## src/design/lttb_pkg.sv

```systemverilog
// Shared types and constants of the largest-triangle-three-buckets downsampler.
// Used by lttb_mac and lttb_downsampler; depends on nothing else.
package lttb_pkg;

  localparam int SAMPLE_WIDTH    = 32;
  localparam int MAX_SAMPLES_DEF = 65536;
  localparam int CNT_W           = 17;
  localparam int IDX_W           = 16;
  localparam int CFG_W           = 17;
  localparam logic [15:0] TARGET_DEFAULT = 16'd2000;

  // Configuration register indexes.
  localparam logic CFG_SAMPLE_COUNT  = 1'b0;
  localparam logic CFG_TARGET_POINTS = 1'b1;

  // Opcodes of the input channel.
  localparam logic OP_LOAD  = 1'b0;
  localparam logic OP_FETCH = 1'b1;

  // Multiply-accumulate unit widths.
  localparam int MAC_A_W = 36;
  localparam int MAC_B_W = 18;
  localparam int MAC_P_W = MAC_A_W + MAC_B_W;
  localparam int ACC_W   = 72;

  typedef struct packed {
    logic                           opcode;
    logic signed [SAMPLE_WIDTH-1:0] sample_value;
  } in_item_t;

  typedef struct packed {
    logic [IDX_W-1:0]               point_index;
    logic signed [SAMPLE_WIDTH-1:0] point_value;
    logic                           last_point;
  } out_item_t;

  typedef enum logic [1:0] {
    MAC_SH0,
    MAC_SH17,
    MAC_SH34
  } mac_sh_t;

  typedef struct packed {
    logic    issue;
    logic    clr;
    mac_sh_t sh;
  } mac_ctl_t;

endpackage

```

## src/design/lttb_mac.sv

```systemverilog
// Shared signed multiply-accumulate unit: one 36x18 product per cycle,
// registered, then added to a 72-bit accumulator at a selectable shift.
// Depends on lttb_pkg.
module lttb_mac import lttb_pkg::*; (
  input  logic                      clk,
  input  logic                      rst_n,
  input  mac_ctl_t                  ctl,
  input  logic signed [MAC_A_W-1:0] a,
  input  logic signed [MAC_B_W-1:0] b,
  output logic signed [ACC_W-1:0]   acc
);

  mac_ctl_t                  ctl_r;
  logic signed [MAC_P_W-1:0] prod_r;
  logic signed [MAC_P_W-1:0] prod_nxt;
  logic signed [ACC_W-1:0]   acc_r;
  logic signed [ACC_W-1:0]   prod_ext;
  logic signed [ACC_W-1:0]   addend;

  assign prod_nxt = a * b;
  assign prod_ext = ACC_W'(prod_r);

  always_comb begin
    case (ctl_r.sh)
      MAC_SH0:  addend = prod_ext;
      MAC_SH17: addend = prod_ext <<< 17;
      MAC_SH34: addend = prod_ext <<< 34;
      default:  addend = '0;
    endcase
  end

  always_ff @(posedge clk) begin
    if (!rst_n) begin
      ctl_r <= '0;
    end else begin
      ctl_r <= ctl;
    end
  end

  always_ff @(posedge clk) begin
    prod_r <= prod_nxt;
    if (ctl_r.issue) begin
      acc_r <= (ctl_r.clr ? ACC_W'(0) : acc_r) + addend;
    end
  end

  assign acc = acc_r;

endmodule

```

## config.mk

```make
export PLATFORM = sky130hd
export DESIGN_NAME = lttb_mac
export DESIGN_NICKNAME = d
export VERILOG_FILES = /design/src/design/lttb_pkg.sv /design/src/design/lttb_mac.sv
export SDC_FILE = /design/constraint.sdc
export NUM_CORES = 2
export LEC_CHECK = 0
export ABC_AREA = 1
export BUFFER_PORTS_ARGS = -buffer_cell sky130_fd_sc_hd__buf_2
export CAP_MARGIN = 20
export CORE_ASPECT_RATIO = 1.4
export CORE_UTILIZATION = 55
export DETAILED_ROUTE_END_ITERATION = 6
export GPL_ROUTABILITY_DRIVEN = 0
export PLACE_DENSITY = 0.68
export SETUP_SLACK_MARGIN = 0.3
export SLEW_MARGIN = 5
export SYNTH_ARGS = -nofsm -noshare
export SYNTH_HDL_FRONTEND = slang
export SYNTH_SLANG_ARGS = --single-unit
```

## constraint.sdc

```tcl
create_clock -name clk -period 17.3 [get_ports clk]
set_input_delay 1.73 -clock clk [delete_from_list [all_inputs] [get_ports clk]]
set_output_delay 1.73 -clock clk [all_outputs]
set_load 0.01 [all_outputs]
```

==> run metrics <==
CTS clk-pin slew, worst paths=60 ps; status=completed; most used routing layer=met2; Inst Count DP=around 5800; Global Route met3 Usage=0.04879; CTS Buf Count=17; antenna diode count=0; GR Layer Usage met2=0.6513; # hold bufs at CTS=0; largest net degree at the start of global routing=73; layout cells sized above 1=0.04599; Filler cells=6186; Avg Cell Area, Syn=6.945 µm²; crit-path cells=buf_2 > nand2_1 > inv_1 > fa_1 > fa_1 > fa_1 > fa_1 > fa_1 > fa_1 > ha_1 > nand2_1 > nor2_1 > nand2_1 > nor2_1 > nand3_1 > nand4_1 > nand2_1; Die Ht=300.4 µm; # port buffers=131; first-pass GRT wire length=176900 µm; Starting Density=0.5553; Area Overhead vs Synth=4.931%; netlist area before placement=34990 µm²; gr ovfl total=0; Vias/cell=5.339; Yosys top cell area share=0.3536; nets=5910; H-tree Lvls=4; Critical Path AT=7810 ps; Final Non-Filler Cells=~6000; top cell type by total area after synthesis=fa_1; final setup vio count=0; post-route ant nets=0; Setup TNS=0 ps; syn_nets=5916; Die X=215.2 µm; Synth area leaders=fa_1 (35%), nand2_1 (16%), inv_1 (16%); FF-to-FF setup slack=12260 ps; number of clock sinks=130; Final period util=0.4314; clock skew=22.11 ps; PnR worst setup slack=9836 ps; DRC=0; Total GRT Usage=0.3634; RSZ-0062 raised after global routing=no; Most common cell on crit path=fa_1; Worst setup SP type=input port; Post-CTS Setup Repair Bufs=0; Max Fclk=roughly 130 MHz; met1 GRT Util=0.4030; core region area=around 63000 µm²; slowest CP cell=fa_1; RR Startpoint=ctl_r[1]; worst-margin pin slew=1364 ps; Post-Synthesis Cells=5038; CP Max Fanout=36; initial antenna violation count=1; Tmin final=7464 ps; WP data required=17650 ps; critical path endpoint category=flip-flop; Critical Path Source=b[3]; Synth cell types=37; vias=31378; Worst Hold Launch=acc[0]; drt wl/cell=19.48 µm; final hold violations=0; drt total wl=114500 µm; synth warn=0; clk_lat worst skew=460 ps; Final HPWL DP=approximately 90000 µm; synthesis-stage register bit count=130; CTS tree=done; post-synthesis sequential area ratio=0.09498; Min-Delay Path Class=flip-flop to flip-flop; number of global-route vias before repair=32203; Slew Viols, Final=0; I/O pin count=132; number of core rows=109; Clock Path Buffers=2; slowest stage delay, CP=around 810 ps; Initial DRT Pass Iterations=7; CTS root buffer=clkbuf_16; First DRT Iteration DRCs=2716; slew margin rel.=0.08079; Die ar.=64640 µm²; CP Class=input port to flip-flop; pre-CTS setup slack=roughly 9500 ps; PostCTS Resize Cnt=0; # Max-Cap Violations=0
-- cell usage in the layout, fill, tap and decap left out, drive strengths merged --
cell type  synthesis  routed
edfxtp            72      72
nor3               8       8
xor2              54      54
nor4               8       8
o211ai             6       6
buf               15     140
nand3            115     115
fa               618     618
and2               3       3
bufinv             0       1
a31oi              1       1
nor2             375     375
nand2b             1       1
nand3b             2       2
nand4             46      46
a21oi            129     129
dfxtp             58      58
clkbuf           150      19
ha               200     200
inv             1470    1477
o22ai             17      17
o21a               6       6
xnor2             22      22
a21o               7       7
o21ai             59      59
o221ai            30      30
o21bai            20      20
clkinv             6      11
or2                5       5
nand2           1535    1535
-- registers in the layout (all words and copies together), names as in the netlist --
name,cells
acc,72
ctl_r,4
prod_r,54
-- metal layers --
metal  part of all wire  vias up
met1               0.35    14946
met5           0.000096        -
met4              0.073        2
met2               0.50     1529
met3              0.069      460
li1                   -    14441
-- cells in the mapped netlist, drive strengths merged --
cell / number
fa: 618
nor4: 8
inv: 1470
a21o: 7
o21ai: 59
o21bai: 20
o22ai: 17
o211ai: 6
nand2b: 1
buf: 15
a21oi: 129
nand3b: 2
nand3: 115
clkinv: 6
xnor2: 22
a31oi: 1
o21a: 6
clkbuf: 150
ha: 200
xor2: 54
edfxtp: 72
nand4: 46
nor2: 375
nand2: 1535
nor3: 8
dfxtp: 58
or2: 5
o221ai: 30
and2: 3
-- cell families (layout without fill, tap and decap cells) --
logic type / after synthesis / after routing / synth area share
AND/OR/NAND/NOR: 2098 / 2098 / 0.2381
buffers and inverters: 1641 / 1648 / 0.1760
adder cells (fa/ha/maj): 818 / 818 / 0.4251
AO/OA/AOI/OAI: 275 / 275 / 0.04674
flip-flops: 130 / 130 / 0.09498
XOR/XNOR: 76 / 76 / 0.01902
-- worst max-delay path, delay by kind of cell --
family | cells | cell delay (ps)
fa+ha+maj | 7 | 3710
simple gates | 8 | 1450
buf+inv | 2 | 910
-- stage by stage --
step                      hold WS, ps  utilization  instance area, µm²
final                           712.6       0.5827               36720
after global routing            745.0       0.5827               36720
after CTS                       712.2       0.5827               36720
after detailed placement        699.2       0.5736               36140
after global placement          678.9       0.5736               36140
after floorplan                 657.7            -               34990
-- cell type report --
type                            count  area (µm²)  share of cell area
Inverter                         1476        5540              0.1509
Clock buffer                       19       454.2             0.01237
Clock inverter                     13       121.4            0.003306
Timing Repair Buffer              140       723.2             0.01970
Multi-Input combinational cell   3267       25510              0.6947
Sequential cell                   130        3328             0.09065
Tap cell                          832        1041             0.02835
-- path summary, 6_finish.rpt --
path / end / cells past startpoint
worst max-delay path: prod_r[45] / 17
worst min register to register: acc[0] / 3
worst min-delay path: acc[0] / 3
worst max register to register: acc[65] / 14
Power is not shown: default switching activity piles up to over one toggle a cycle in this logic, so the estimate is an artifact.
